[src/lscl_pkg.sv]
package lscl_pkg;

  localparam int MAX_PIXELS_DEF = 64;

  localparam int BYTE_W = 8;
  localparam int PIX_W = 3 * BYTE_W;
  localparam int LIMIT_W = 16;
  localparam int MA_W = 8;
  localparam int SUM_W = 16;
  // limit * 256 and ma * sum both fit here
  localparam int NUM_W = LIMIT_W + BYTE_W;
  localparam int PROD_W = NUM_W + BYTE_W;

  localparam int CFG_ADDR_W = 3;
  localparam int CFG_DATA_W = 32;

  localparam logic [LIMIT_W-1:0] LIMIT_RESET = 16'd500;
  localparam logic [MA_W-1:0] MA_RESET = 8'd20;

  typedef enum logic {
    REG_LIMIT = 1'b0,
    REG_MA    = 1'b1
  } reg_idx_t;

  typedef enum logic [2:0] {
    ST_LOAD,
    ST_CALC,
    ST_RD,
    ST_START,
    ST_WAIT,
    ST_OUT
  } state_t;

  typedef struct packed {
    logic start;
    logic over;
  } scl_ctrl_t;

endpackage

[src/lscl_in_if.sv]
interface lscl_in_if;
  logic       valid;
  logic       ready;
  logic [7:0] green_in;
  logic [7:0] red_in;
  logic [7:0] blue_in;
  logic       frame_end;

  modport source (output valid, output green_in, output red_in, output blue_in,
                  output frame_end, input ready);
  modport sink (input valid, input green_in, input red_in, input blue_in,
                input frame_end, output ready);
endinterface

[src/lscl_out_if.sv]
interface lscl_out_if;
  logic       valid;
  logic       ready;
  logic [7:0] green_out;
  logic [7:0] red_out;
  logic [7:0] blue_out;
  logic       last_pixel;

  modport source (output valid, output green_out, output red_out, output blue_out,
                  output last_pixel, input ready);
  modport sink (input valid, input green_out, input red_out, input blue_out,
                input last_pixel, output ready);
endinterface

[src/lscl_pixel_mem.sv]
module lscl_pixel_mem #(
  parameter int DEPTH = lscl_pkg::MAX_PIXELS_DEF,
  parameter int AW = 6
) (
  input  logic                      clk,
  input  logic                      we,
  input  logic [AW-1:0]             waddr,
  input  logic [lscl_pkg::PIX_W-1:0] wdata,
  input  logic                      re,
  input  logic [AW-1:0]             raddr,
  output logic [lscl_pkg::PIX_W-1:0] rdata
);
  import lscl_pkg::*;

  logic [PIX_W-1:0] mem_r [DEPTH];
  logic [PIX_W-1:0] rdata_r;

  always_ff @(posedge clk) begin
    if (we) begin
      mem_r[waddr] <= wdata;
    end
    if (re) begin
      rdata_r <= mem_r[raddr];
    end
  end

  assign rdata = rdata_r;

endmodule

[src/lscl_scaler.sv]
// Scales the three bytes of one pixel by num/den (passes it through when over is clear):
// one 8x24 multiply per channel, then a restoring divide, two quotient bits per cycle.
module lscl_scaler (
  input  logic                       clk,
  input  logic                       rst_n,
  input  lscl_pkg::scl_ctrl_t        ctrl,
  input  logic [lscl_pkg::NUM_W-1:0] num,
  input  logic [lscl_pkg::NUM_W-1:0] den,
  input  logic [lscl_pkg::PIX_W-1:0] pix,
  output logic [lscl_pkg::PIX_W-1:0] result,
  output logic                       done
);
  import lscl_pkg::*;

  logic [NUM_W-1:0]  rem_r [3];
  logic [NUM_W-1:0]  rem_nxt [3];
  logic [BYTE_W-1:0] low_r [3];
  logic [BYTE_W-1:0] low_nxt [3];
  logic [BYTE_W-1:0] q_r [3];
  logic [BYTE_W-1:0] q_nxt [3];
  logic [PROD_W-1:0] prod [3];
  logic [PIX_W-1:0]  pix_r;
  logic              over_r;
  logic              run_r;
  logic [1:0]        cnt_r;
  logic              done_r;

  // one restoring step: {quotient bit, new remainder}; remainder stays below den
  function automatic logic [NUM_W:0] div_step(input logic [NUM_W-1:0] rem, input logic b,
                                              input logic [NUM_W-1:0] d);
    logic [NUM_W:0] t;
    t = {rem, b};
    if (t >= {1'b0, d}) begin
      return {1'b1, NUM_W'(t - {1'b0, d})};
    end
    return {1'b0, t[NUM_W-1:0]};
  endfunction

  always_comb begin
    logic [NUM_W:0] s1;
    logic [NUM_W:0] s2;
    for (int c = 0; c < 3; c++) begin
      prod[c] = PROD_W'(pix[(2-c)*BYTE_W +: BYTE_W]) * PROD_W'(num);
      s1 = div_step(rem_r[c], low_r[c][BYTE_W-1], den);
      s2 = div_step(s1[NUM_W-1:0], low_r[c][BYTE_W-2], den);
      rem_nxt[c] = s2[NUM_W-1:0];
      low_nxt[c] = {low_r[c][BYTE_W-3:0], 2'b00};
      q_nxt[c] = {q_r[c][BYTE_W-3:0], s1[NUM_W], s2[NUM_W]};
    end
  end

  always_ff @(posedge clk) begin
    if (!rst_n) begin
      run_r <= 1'b0;
      cnt_r <= 2'd0;
      done_r <= 1'b0;
    end else begin
      done_r <= run_r && (cnt_r == 2'd3);
      if (ctrl.start) begin
        run_r <= 1'b1;
        cnt_r <= 2'd0;
      end else if (run_r) begin
        cnt_r <= cnt_r + 2'd1;
        if (cnt_r == 2'd3) begin
          run_r <= 1'b0;
        end
      end
    end
  end

  // dividend < den * 256 when over, so its upper part starts below den
  always_ff @(posedge clk) begin
    if (ctrl.start) begin
      pix_r <= pix;
      over_r <= ctrl.over;
      for (int c = 0; c < 3; c++) begin
        rem_r[c] <= prod[c][PROD_W-1:BYTE_W];
        low_r[c] <= prod[c][BYTE_W-1:0];
      end
    end else if (run_r) begin
      for (int c = 0; c < 3; c++) begin
        rem_r[c] <= rem_nxt[c];
        low_r[c] <= low_nxt[c];
        q_r[c] <= q_nxt[c];
      end
    end
  end

  assign result = over_r ? {q_r[0], q_r[1], q_r[2]} : pix_r;
  assign done = done_r;

endmodule

[src/led_strip_current_limiter_top.sv]
// LED strip current limiter.
// in_chan takes one pixel per beat (green, red, blue, frame_end). Pixels are
// stored in an on-chip pixel memory while all channel bytes are summed; a
// pixel that arrives with the memory full is dropped. The beat with frame_end
// closes the frame: the estimated current sum * ma_per_channel / 256 is
// compared with limit_milliamps and, when over, each byte of each stored pixel
// is scaled by limit * 256 / (ma * sum), rounded down.
// Loading accepts one pixel per cycle. On frame_end the block stops taking
// input and drains the frame on out_chan, last_pixel set on the final beat.
// Each emitted pixel goes through a memory read, a multiply, a two-bit-per-cycle
// divider, a registered done flag, then the output beat; the next pixel is not
// read until the receiver takes the current beat. The first beat follows the
// frame_end beat through the ST_CALC, ST_RD, ST_START and ST_WAIT states.
// If out_chan stalls the output register holds its beat and the drain waits.
// Registers on the APB port: 0x0 limit_milliamps, 0x4 ma_per_channel.
// Synchronous reset empties the frame and loads limit 500 mA, 20 mA per
// channel; memory contents are not cleared.
module led_strip_current_limiter_top #(
  parameter int MAX_PIXELS = lscl_pkg::MAX_PIXELS_DEF
) (
  input  logic                            clk,
  input  logic                            rst_n,
  lscl_in_if.sink                         in_chan,
  lscl_out_if.source                      out_chan,
  input  logic                            psel,
  input  logic                            penable,
  input  logic                            pwrite,
  input  logic [lscl_pkg::CFG_ADDR_W-1:0] paddr,
  input  logic [lscl_pkg::CFG_DATA_W-1:0] pwdata,
  output logic [lscl_pkg::CFG_DATA_W-1:0] prdata,
  output logic                            pready
);
  import lscl_pkg::*;

  localparam int AW = (MAX_PIXELS > 1) ? $clog2(MAX_PIXELS) : 1;
  localparam int CW = $clog2(MAX_PIXELS + 1);

  state_t            state_r;
  state_t            state_nxt;
  logic [CW-1:0]     count_r;
  logic [SUM_W-1:0]  sum_r;
  logic [AW-1:0]     idx_r;
  logic [LIMIT_W-1:0] limit_r;
  logic [MA_W-1:0]   ma_r;
  logic [NUM_W-1:0]  num_r;
  logic [NUM_W-1:0]  den_r;
  logic              over_r;
  logic              out_valid_r;
  logic [PIX_W-1:0]  out_pix_r;
  logic              out_last_r;

  logic              in_fire;
  logic              store_ok;
  logic              last_idx;
  logic              mem_we;
  logic              mem_re;
  logic [PIX_W-1:0]  mem_rdata;
  logic [PIX_W-1:0]  scl_result;
  logic              scl_done;
  scl_ctrl_t         scl_ctrl;

  assign in_fire = in_chan.valid && in_chan.ready;
  assign store_ok = count_r < CW'(MAX_PIXELS);
  assign last_idx = (CW'(idx_r) + CW'(1)) == count_r;

  // config port
  assign pready = 1'b1;
  assign prdata = (paddr[2] == REG_MA) ? CFG_DATA_W'(ma_r) : CFG_DATA_W'(limit_r);

  always_ff @(posedge clk) begin
    if (!rst_n) begin
      limit_r <= LIMIT_RESET;
      ma_r <= MA_RESET;
    end else if (psel && penable && pwrite) begin
      case (reg_idx_t'(paddr[2]))
        REG_LIMIT: limit_r <= pwdata[LIMIT_W-1:0];
        REG_MA:    ma_r <= pwdata[MA_W-1:0];
        default: ;
      endcase
    end
  end

  // next state
  always_comb begin
    state_nxt = state_r;
    case (state_r)
      ST_LOAD:  if (in_fire && in_chan.frame_end) state_nxt = ST_CALC;
      ST_CALC:  state_nxt = ST_RD;
      ST_RD:    state_nxt = ST_START;
      ST_START: state_nxt = ST_WAIT;
      ST_WAIT:  if (scl_done) state_nxt = ST_OUT;
      ST_OUT: begin
        if (out_chan.ready) begin
          state_nxt = out_last_r ? ST_LOAD : ST_RD;
        end
      end
      default:  state_nxt = ST_LOAD;
    endcase
  end

  // outputs
  always_comb begin
    in_chan.ready = 1'b0;
    mem_we = 1'b0;
    mem_re = 1'b0;
    scl_ctrl = '0;
    case (state_r)
      ST_LOAD: begin
        in_chan.ready = 1'b1;
        mem_we = in_fire && store_ok;
      end
      ST_RD:    mem_re = 1'b1;
      ST_START: begin
        scl_ctrl.start = 1'b1;
        scl_ctrl.over = over_r;
      end
      default: ;
    endcase
  end

  always_ff @(posedge clk) begin
    if (!rst_n) begin
      state_r <= ST_LOAD;
      count_r <= '0;
      sum_r <= '0;
      idx_r <= '0;
      out_valid_r <= 1'b0;
    end else begin
      state_r <= state_nxt;
      case (state_r)
        ST_LOAD: begin
          if (mem_we) begin
            count_r <= count_r + CW'(1);
            sum_r <= sum_r + SUM_W'(in_chan.green_in) + SUM_W'(in_chan.red_in)
                     + SUM_W'(in_chan.blue_in);
          end
          idx_r <= '0;
        end
        ST_WAIT: begin
          if (scl_done) begin
            out_valid_r <= 1'b1;
          end
        end
        ST_OUT: begin
          if (out_chan.ready) begin
            out_valid_r <= 1'b0;
            if (out_last_r) begin
              count_r <= '0;
              sum_r <= '0;
            end else begin
              idx_r <= idx_r + AW'(1);
            end
          end
        end
        default: ;
      endcase
    end
  end

  // datapath registers
  always_ff @(posedge clk) begin
    if (state_r == ST_CALC) begin
      num_r <= {limit_r, 8'd0};
      den_r <= NUM_W'(ma_r) * NUM_W'(sum_r);
    end
    if (state_r == ST_RD) begin
      over_r <= num_r < den_r;
    end
    if (state_r == ST_WAIT && scl_done) begin
      out_pix_r <= scl_result;
      out_last_r <= last_idx;
    end
  end

  assign out_chan.valid = out_valid_r;
  assign out_chan.green_out = out_pix_r[PIX_W-1 -: BYTE_W];
  assign out_chan.red_out = out_pix_r[BYTE_W +: BYTE_W];
  assign out_chan.blue_out = out_pix_r[BYTE_W-1:0];
  assign out_chan.last_pixel = out_last_r;

  lscl_pixel_mem #(
    .DEPTH (MAX_PIXELS),
    .AW    (AW)
  ) u_mem (
    .clk   (clk),
    .we    (mem_we),
    .waddr (count_r[AW-1:0]),
    .wdata ({in_chan.green_in, in_chan.red_in, in_chan.blue_in}),
    .re    (mem_re),
    .raddr (idx_r),
    .rdata (mem_rdata)
  );

  lscl_scaler u_scaler (
    .clk    (clk),
    .rst_n  (rst_n),
    .ctrl   (scl_ctrl),
    .num    (num_r),
    .den    (den_r),
    .pix    (mem_rdata),
    .result (scl_result),
    .done   (scl_done)
  );

endmodule
[src/flat_wrapper.sv]
// flat-port wrapper written by rule: the top's interface ports become plain ports
module led_strip_current_limiter_top_flat import lscl_pkg::*;
#(
  parameter int MAX_PIXELS = lscl_pkg::MAX_PIXELS_DEF
)
  (clk, rst_n, psel, penable, pwrite, paddr, pwdata, prdata, pready, in_chan_valid, in_chan_green_in, in_chan_red_in, in_chan_blue_in, in_chan_frame_end, in_chan_ready, out_chan_valid, out_chan_green_out, out_chan_red_out, out_chan_blue_out, out_chan_last_pixel, out_chan_ready);
  lscl_in_if in_chan_i ();
  lscl_out_if out_chan_i ();
  input  logic clk;
  input  logic rst_n;
  input  logic psel;
  input  logic penable;
  input  logic pwrite;
  input  logic [lscl_pkg::CFG_ADDR_W-1:0] paddr;
  input  logic [lscl_pkg::CFG_DATA_W-1:0] pwdata;
  output logic [lscl_pkg::CFG_DATA_W-1:0] prdata;
  output logic pready;
  input wire logic [$bits(in_chan_i.valid)-1:0] in_chan_valid;
  input wire logic [$bits(in_chan_i.green_in)-1:0] in_chan_green_in;
  input wire logic [$bits(in_chan_i.red_in)-1:0] in_chan_red_in;
  input wire logic [$bits(in_chan_i.blue_in)-1:0] in_chan_blue_in;
  input wire logic [$bits(in_chan_i.frame_end)-1:0] in_chan_frame_end;
  output wire logic [$bits(in_chan_i.ready)-1:0] in_chan_ready;
  output wire logic [$bits(out_chan_i.valid)-1:0] out_chan_valid;
  output wire logic [$bits(out_chan_i.green_out)-1:0] out_chan_green_out;
  output wire logic [$bits(out_chan_i.red_out)-1:0] out_chan_red_out;
  output wire logic [$bits(out_chan_i.blue_out)-1:0] out_chan_blue_out;
  output wire logic [$bits(out_chan_i.last_pixel)-1:0] out_chan_last_pixel;
  input wire logic [$bits(out_chan_i.ready)-1:0] out_chan_ready;
  assign in_chan_i.valid = in_chan_valid;
  assign in_chan_i.green_in = in_chan_green_in;
  assign in_chan_i.red_in = in_chan_red_in;
  assign in_chan_i.blue_in = in_chan_blue_in;
  assign in_chan_i.frame_end = in_chan_frame_end;
  assign in_chan_ready = in_chan_i.ready;
  assign out_chan_valid = out_chan_i.valid;
  assign out_chan_green_out = out_chan_i.green_out;
  assign out_chan_red_out = out_chan_i.red_out;
  assign out_chan_blue_out = out_chan_i.blue_out;
  assign out_chan_last_pixel = out_chan_i.last_pixel;
  assign out_chan_i.ready = out_chan_ready;
  led_strip_current_limiter_top #(.MAX_PIXELS(MAX_PIXELS)) u_core (.clk(clk), .rst_n(rst_n), .in_chan(in_chan_i), .out_chan(out_chan_i), .psel(psel), .penable(penable), .pwrite(pwrite), .paddr(paddr), .pwdata(pwdata), .prdata(prdata), .pready(pready));
endmodule
[config.mk]
export PLATFORM = sky130hd
export DESIGN_NAME = led_strip_current_limiter_top_flat
export DESIGN_NICKNAME = d
export VERILOG_FILES = /design/src/lscl_pkg.sv /design/src/lscl_in_if.sv /design/src/lscl_out_if.sv /design/src/lscl_pixel_mem.sv /design/src/lscl_scaler.sv /design/src/led_strip_current_limiter_top.sv /design/src/flat_wrapper.sv
export SDC_FILE = /design/constraint.sdc
export NUM_CORES = 2
export LEC_CHECK = 0
export ABC_AREA = 1
export ABC_CLOCK_PERIOD_IN_PS = 6400
export BUFFER_PORTS_ARGS = -buffer_cell sky130_fd_sc_hd__buf_2
export CAP_MARGIN = 5
export CORE_MARGIN = 4
export CORE_UTILIZATION = 50
export CTS_CLUSTER_DIAMETER = 120
export CTS_CLUSTER_SIZE = 8
export DETAILED_ROUTE_END_ITERATION = 6
export GPL_TIMING_DRIVEN = 0
export PLACE_DENSITY_LB_ADDON = 0.08
export SLEW_MARGIN = 40
export SYNTH_ARGS = -nofsm -noshare
export SYNTH_HDL_FRONTEND = slang
export SYNTH_SLANG_ARGS = --single-unit
export TNS_END_PERCENT = 1
[constraint.sdc]
create_clock -name clk -period 6.4 [get_ports clk]
set_input_delay 0.64 -clock clk [delete_from_list [all_inputs] [get_ports clk]]
set_output_delay 0.64 -clock clk [all_outputs]
set_load 0.01 [all_outputs]
# After elaboration in Yosys (flattened, before gate mapping)
# Memory sizes are Yosys's and may differ from the RTL's. A register that Yosys moved wholly into a read port is not among the register bits.
# Index checks and enable logic that the tools add are counted.
dict set report totals {
  mem_bits_rw 1650
  reg_bits 152
  n_memories 4
  out_inout_bits 60
  inputBits 67
}
dict set report op_classes {
  add_sub_neg 13
  bitwise 8
  n_lt_le_gt_ge 8
  eq_ne 13
  n_mul 4
  n_reduce_logical 17
  muxes 59
}
# memory words width rd rd_ports_with_merged_regs write_ports line
set memory_table {}
lappend memory_table {u_core.u_mem.mem_r 64 24 1 1 1 lscl_pixel_mem.sv:15} ;# logic [PIX_W-1:0] mem_r [DEPTH];
lappend memory_table {u_core.u_scaler.rem_r 3 24 3 0 3 lscl_scaler.sv:15} ;# logic [NUM_W-1:0] rem_r [3];
lappend memory_table {u_core.u_scaler.q_r 3 8 3 0 3 lscl_scaler.sv:19} ;# logic [BYTE_W-1:0] q_r [3];
lappend memory_table {u_core.u_scaler.low_r 3 6 3 0 3 lscl_scaler.sv:17} ;# logic [BYTE_W-1:0] low_r [3];
# operator n
set ops {}
lappend ops {{$mux 25} 12}
lappend ops {{$ge 25x24->1} 6}
lappend ops {{$sub 24x24->24} 6}
lappend ops {{$mul 8x16->24} 4}
lappend ops {{$mux 24} 4}
lappend ops {{$mux 16} 4}
lappend ops {{$add 16x8->16} 3}
lappend ops {{$pmux 16 s2} 1}
lappend ops {{$mux 6} 5}
lappend ops {{$lt 24x24->1} 1}
lappend ops {{$mux 1} 21}
lappend ops {{$mux 7} 3}
lappend ops {{$pmux 3 s6} 1}
lappend ops {{$pmux 7 s2} 1}
lappend ops {{$pmux 6 s2} 1}
lappend ops {{$mux 3} 3}
lappend ops {{$reduce_and 3->1} 3}
lappend ops {{$add 6x1->7 const B} 1}
lappend ops {{$add 7x1->7 const B} 1}
lappend ops {{$eq 7x7->1} 1}
lappend ops {{$logic_and 1x1->1} 7}
lappend ops {{$lt 7x7->1 const B} 1}
lappend ops {{$add 6x1->6 const B} 1}
lappend ops {{$eq 3x2->1 const B} 2}
lappend ops {{15 further kinds} 29}

# Logic depth before layout (Yosys ltp)
# An unclocked memory read counts as a cell.
dict set report logic_depth {
  ltp_word 8
  mapped_depth 32
  mapped_depth_nobuf 30
}

# Cells and area by module
# Synthesis repeated with hierarchy kept, for this count alone.
dict set report hier_totals {
  cells_unflattened 12245
  hier_area_um2 110862.6
}
# mod area_per_inst_um2 n_inst cells_each seq_area_each_um2
set by_module_without_submodules {}
lappend by_module_without_submodules {lscl_pixel_mem 62995.4 1 5230 46844.9}
lappend by_module_without_submodules {lscl_scaler 37188.2 1 5623 4434.3}
lappend by_module_without_submodules {led_strip_current_limiter_top 10679.0 1 1392 3123.0}

# Least setup slack after synthesis
# No wires, ideal clock.
dict set report synth_path {
  path_kind {reg-to-reg}
  from {register u_core.u_mem.rdata_r[18] (netlist: u_core.u_mem.rdata[18]), read port of u_core.u_mem.mem_r}
  to {memory u_core.u_scaler.rem_r[0][15] in the netlist's numbering (data pin)}
  setup_time_ns 0.254
  n_path_buf 2
  t_arrival_ns 4.410
  synth_period_minus_slack_ns 4.663
  setup_slack_ns 1.737
  stages_incl_launch_ff 23
  cell_sequence {edfxtp_1 > clkbuf_1 > clkbuf_1 > nand2_1 > inv_1 > fa_1 > inv_1 > fa_1 > inv_1 > fa_1 > inv_1 > fa_1 > inv_1 > ha_1 > nand2_1 > inv_1 > a21oi_1 > o21ai_0 > a21oi_1 > inv_1 > or2_2 > nand3_1 > nand2_1}
}
# item line
set synth_rtl {}
lappend synth_rtl {{start: declaration} lscl_pixel_mem.sv:16} ;# logic [PIX_W-1:0] rdata_r;
lappend synth_rtl {{end: declaration} lscl_scaler.sv:15}

==> impl_metrics.tcl <==
set metrics [dict create \
    status "complete, no violations" \
    drc 0 \
    antenna_found_initial 20 \
    hold_viol 0 \
    worstPathMaxFanout 10 \
    synthArstFlopShare 0 \
    fin_skew_ps 84.8 \
    root_buffer "clkbuf_16" \
    mostFrequentLayoutCell "nand2_1" \
    ys_warn_count 0 \
    grt-ovfl-total 0 \
    synth_seq_cells 1808 \
    synth.yosys.seq_area_share 0.537 \
    track_usage 0.392 \
    cts_tree "built" \
    dp_hpwl_um 310000 \
    syn_avg_cell_area_um2 9.85 \
    end_kind "flop" \
    syn_to_final_growth_pct 15.7 \
    hold_path_end "u_core.limit_r[12]" \
    postLayoutCoreUtil 0.584 \
    drtAntennaViolNets 0 \
    layout_common_cells "nand2_1 (1789), edfxtp_1 (1747), nor2_1 (1222)" \
    hold_path.class "input pin to flop" \
    rsz0062_at_grt "no" \
    cts_setup_buffers 0 \
    critical_path_class "flop to flop" \
    min_from "pwdata[12]" \
    synthesis.area_mm2 0.100 \
    period_needed_ps 6050 \
    p_per_area_mw_per_mm2 310 \
    nets 11484 \
    fmax_ghz 0.165 \
    cts.path.max_buffers 4 \
    crit_start "u_core.num_r[10]" \
    cts.sinks 1808 \
    cts_resized 0 \
    ios 127 \
    ir_drop_mv 0.270 \
    core_mm2 0.198 \
    clock_latency_ps 940 \
    numCtsBuffers 277 \
    setup_viol 0 \
    die_x_um 455 \
    synth.distinct_cells 66 \
    grt_pass1_vias 78063 \
    synthFlopType "edfxtp_1" \
    place_inst 13063 \
    stdcell_count 13408 \
    r2r-end "u_core.u_scaler.rem_r[0][18]" \
    grt_max_degree 57 \
    wire_per_inst_um 30.7 \
    slew_violations 0 \
    synth-edff-count 1747 \
    drv_cap 0 \
    min_path_cells 3 \
    total_power_mw 35.9 \
    initial_core_util 0.505 \
    setup_tns_ps 0 \
    drt_first_pass_iters 6 \
    layout-drive-gt1-share 0.0952 \
    htreeDepth 5 \
    reg2regPathDepth 19 \
    wl_um 411000 \
    die_y_um 455 \
    worstMarginPinSlew_ps 1030 \
    port_buffers 89 \
    synth_cells 10151 \
    reg2reg_from "u_core.num_r[10]" \
    drt-vias-per-instance 6.08 \
    routabilityCongestion 1.05 \
    required_ps 7030 \
    reg2reg_slack_ps 350 \
    relSlewSlack 0.308 \
    cp-start-kind "flop" \
    arrival_ps 6680 \
    die-area_mm2 0.207 \
    grt_pass1_wl_um 570000 \
    finalCritPeriodShare 0.945 \
    drtIter0Drc 11091 \
    vias 81582 \
    clk_pin_slew_worst_paths_ps 50 \
    power_leakage_nw 47.5 \
    rows 163 \
]
## state kept, by name (all words and copies together), names as in the netlist, 2 cells and up
register and flops:
u_core.count_r 7, u_core.den_r 24, u_core.idx_r 6, u_core.limit_r 16
u_core.ma_r 8, u_core.num_r 16, u_core.out_pix_r 24, u_core.state_r 3
u_core.sum_r 16, u_core.u_mem.mem_r 1536, u_core.u_mem.rdata 24, u_core.u_scaler.cnt_r 2
u_core.u_scaler.pix_r 24, u_core.u_scaler.q_r 24, u_core.u_scaler.rem_r 72
## worst max-delay path by stage
stage | cells past startpoint | end
6_report | 19 | u_core.u_scaler.rem_r[0][18]
5_1_grt | 19 | u_core.u_scaler.rem_r[0][18]
4_1_cts | 19 | u_core.u_scaler.rem_r[0][18]
3_5_place_dp | 19 | u_core.u_scaler.rem_r[0][47]
3_3_place_gp | 7 | u_core.u_mem.mem_r[48][0]
2_1_floorplan | 22 | u_core.u_scaler.rem_r[0][15]
## logic make-up (layout without fill, tap and decap cells)
kind of cell | after synthesis | after routing | synth area share
compound gates | 1995 | 1995 | 0.111
xor+xnor | 137 | 137 | 0.0120
fa+ha+maj | 702 | 702 | 0.114
buf+inv | 1768 | 2359 | 0.0705
flops | 1808 | 1808 | 0.537
mux | 24 | 24 | 0.00270
other cells | 2 | 28 | 0.0000751
simple gates | 3715 | 3715 | 0.153
## layer usage
| metal | global-route usage | up-vias | share of wire |
|---|---|---|---|
| met1 | 0.456 | 39364 | 0.34 |
| met4 | 0.339 | 16 | 0.11 |
| met2 | 0.605 | 5261 | 0.44 |
| met5 | 0 | - | 0.00025 |
| met3 | 0.0990 | 1469 | 0.10 |
| li1 | - | 35472 | - |
## per-stage QoR
| step | hold slack, ps | worst slack (ps) | cell area [um^2] |
|---|---|---|---|
| 2_1_floorplan | 408 | 1740 | 100000 |
| 3_3_place_gp | 417 | -54.2 | 104000 |
| 3_5_place_dp | 418 | 436 | 108000 |
| 4_1_cts | 1.76 | 449 | 116000 |
| 5_1_grt | 13.6 | 222 | 116000 |
| 6_report | 45.0 | 351 | 116000 |
## cells in the mapped netlist (78+ instances only)
cell | number | area share
nor2_1 | 1296 | 0.049
inv_1 | 1220 | 0.046
o22ai_1 | 409 | 0.026
ha_1 | 347 | 0.043
fa_1 | 355 | 0.071
xnor2_1 | 78 | 0.0068
a21oi_1 | 260 | 0.013
nand2_1 | 1793 | 0.067
o21ai_0 | 1072 | 0.054
buf_2 | 123 | 0.0062
nand3_1 | 339 | 0.017
edfxtp_1 | 1747 | 0.52
clkbuf_1 | 351 | 0.013
## worst max-delay path, stage by stage (launching register included)
cell	delay, ps
edfxtp_1	890
clkbuf_1	640
nand2_1	180
fa_1	550
fa_1	500
inv_1	50
fa_1	470
inv_1	50
fa_1	470
inv_1	40
ha_1	330
a21oi_1	210
o21ai_0	130
a21oi_1	190
inv_1	90
a21oi_1	300
o21bai_1	120
or2_2	280
nand3_1	190
nand2_1	90
## power by group
group | switching, mW | internal (mW) | leakage [nW]
logic | 6.47 | 3.19 | 27.8
registers | 0.0966 | 13.3 | 16.2
clock network | 5.02 | 7.81 | 3.56
## final cells by class
cell class	instances	area (um^2)
buffer	532	2440
antenna	11	27.5
clock buffer	314	7220
timing repair buffer	270	4320
tap	2640	3300
inverter	1236	4640
sequential	1808	53700
fill	16927	82500
clock inverter	7	66.3
multi-input combinational	6590	40000
## what timing repair did
action,in CTS,in global routing
endpoints found under the setup margin,0,0
hold buffers,11,0
hold endpoints to repair,30,0
(Power assumes the default switching activity.)
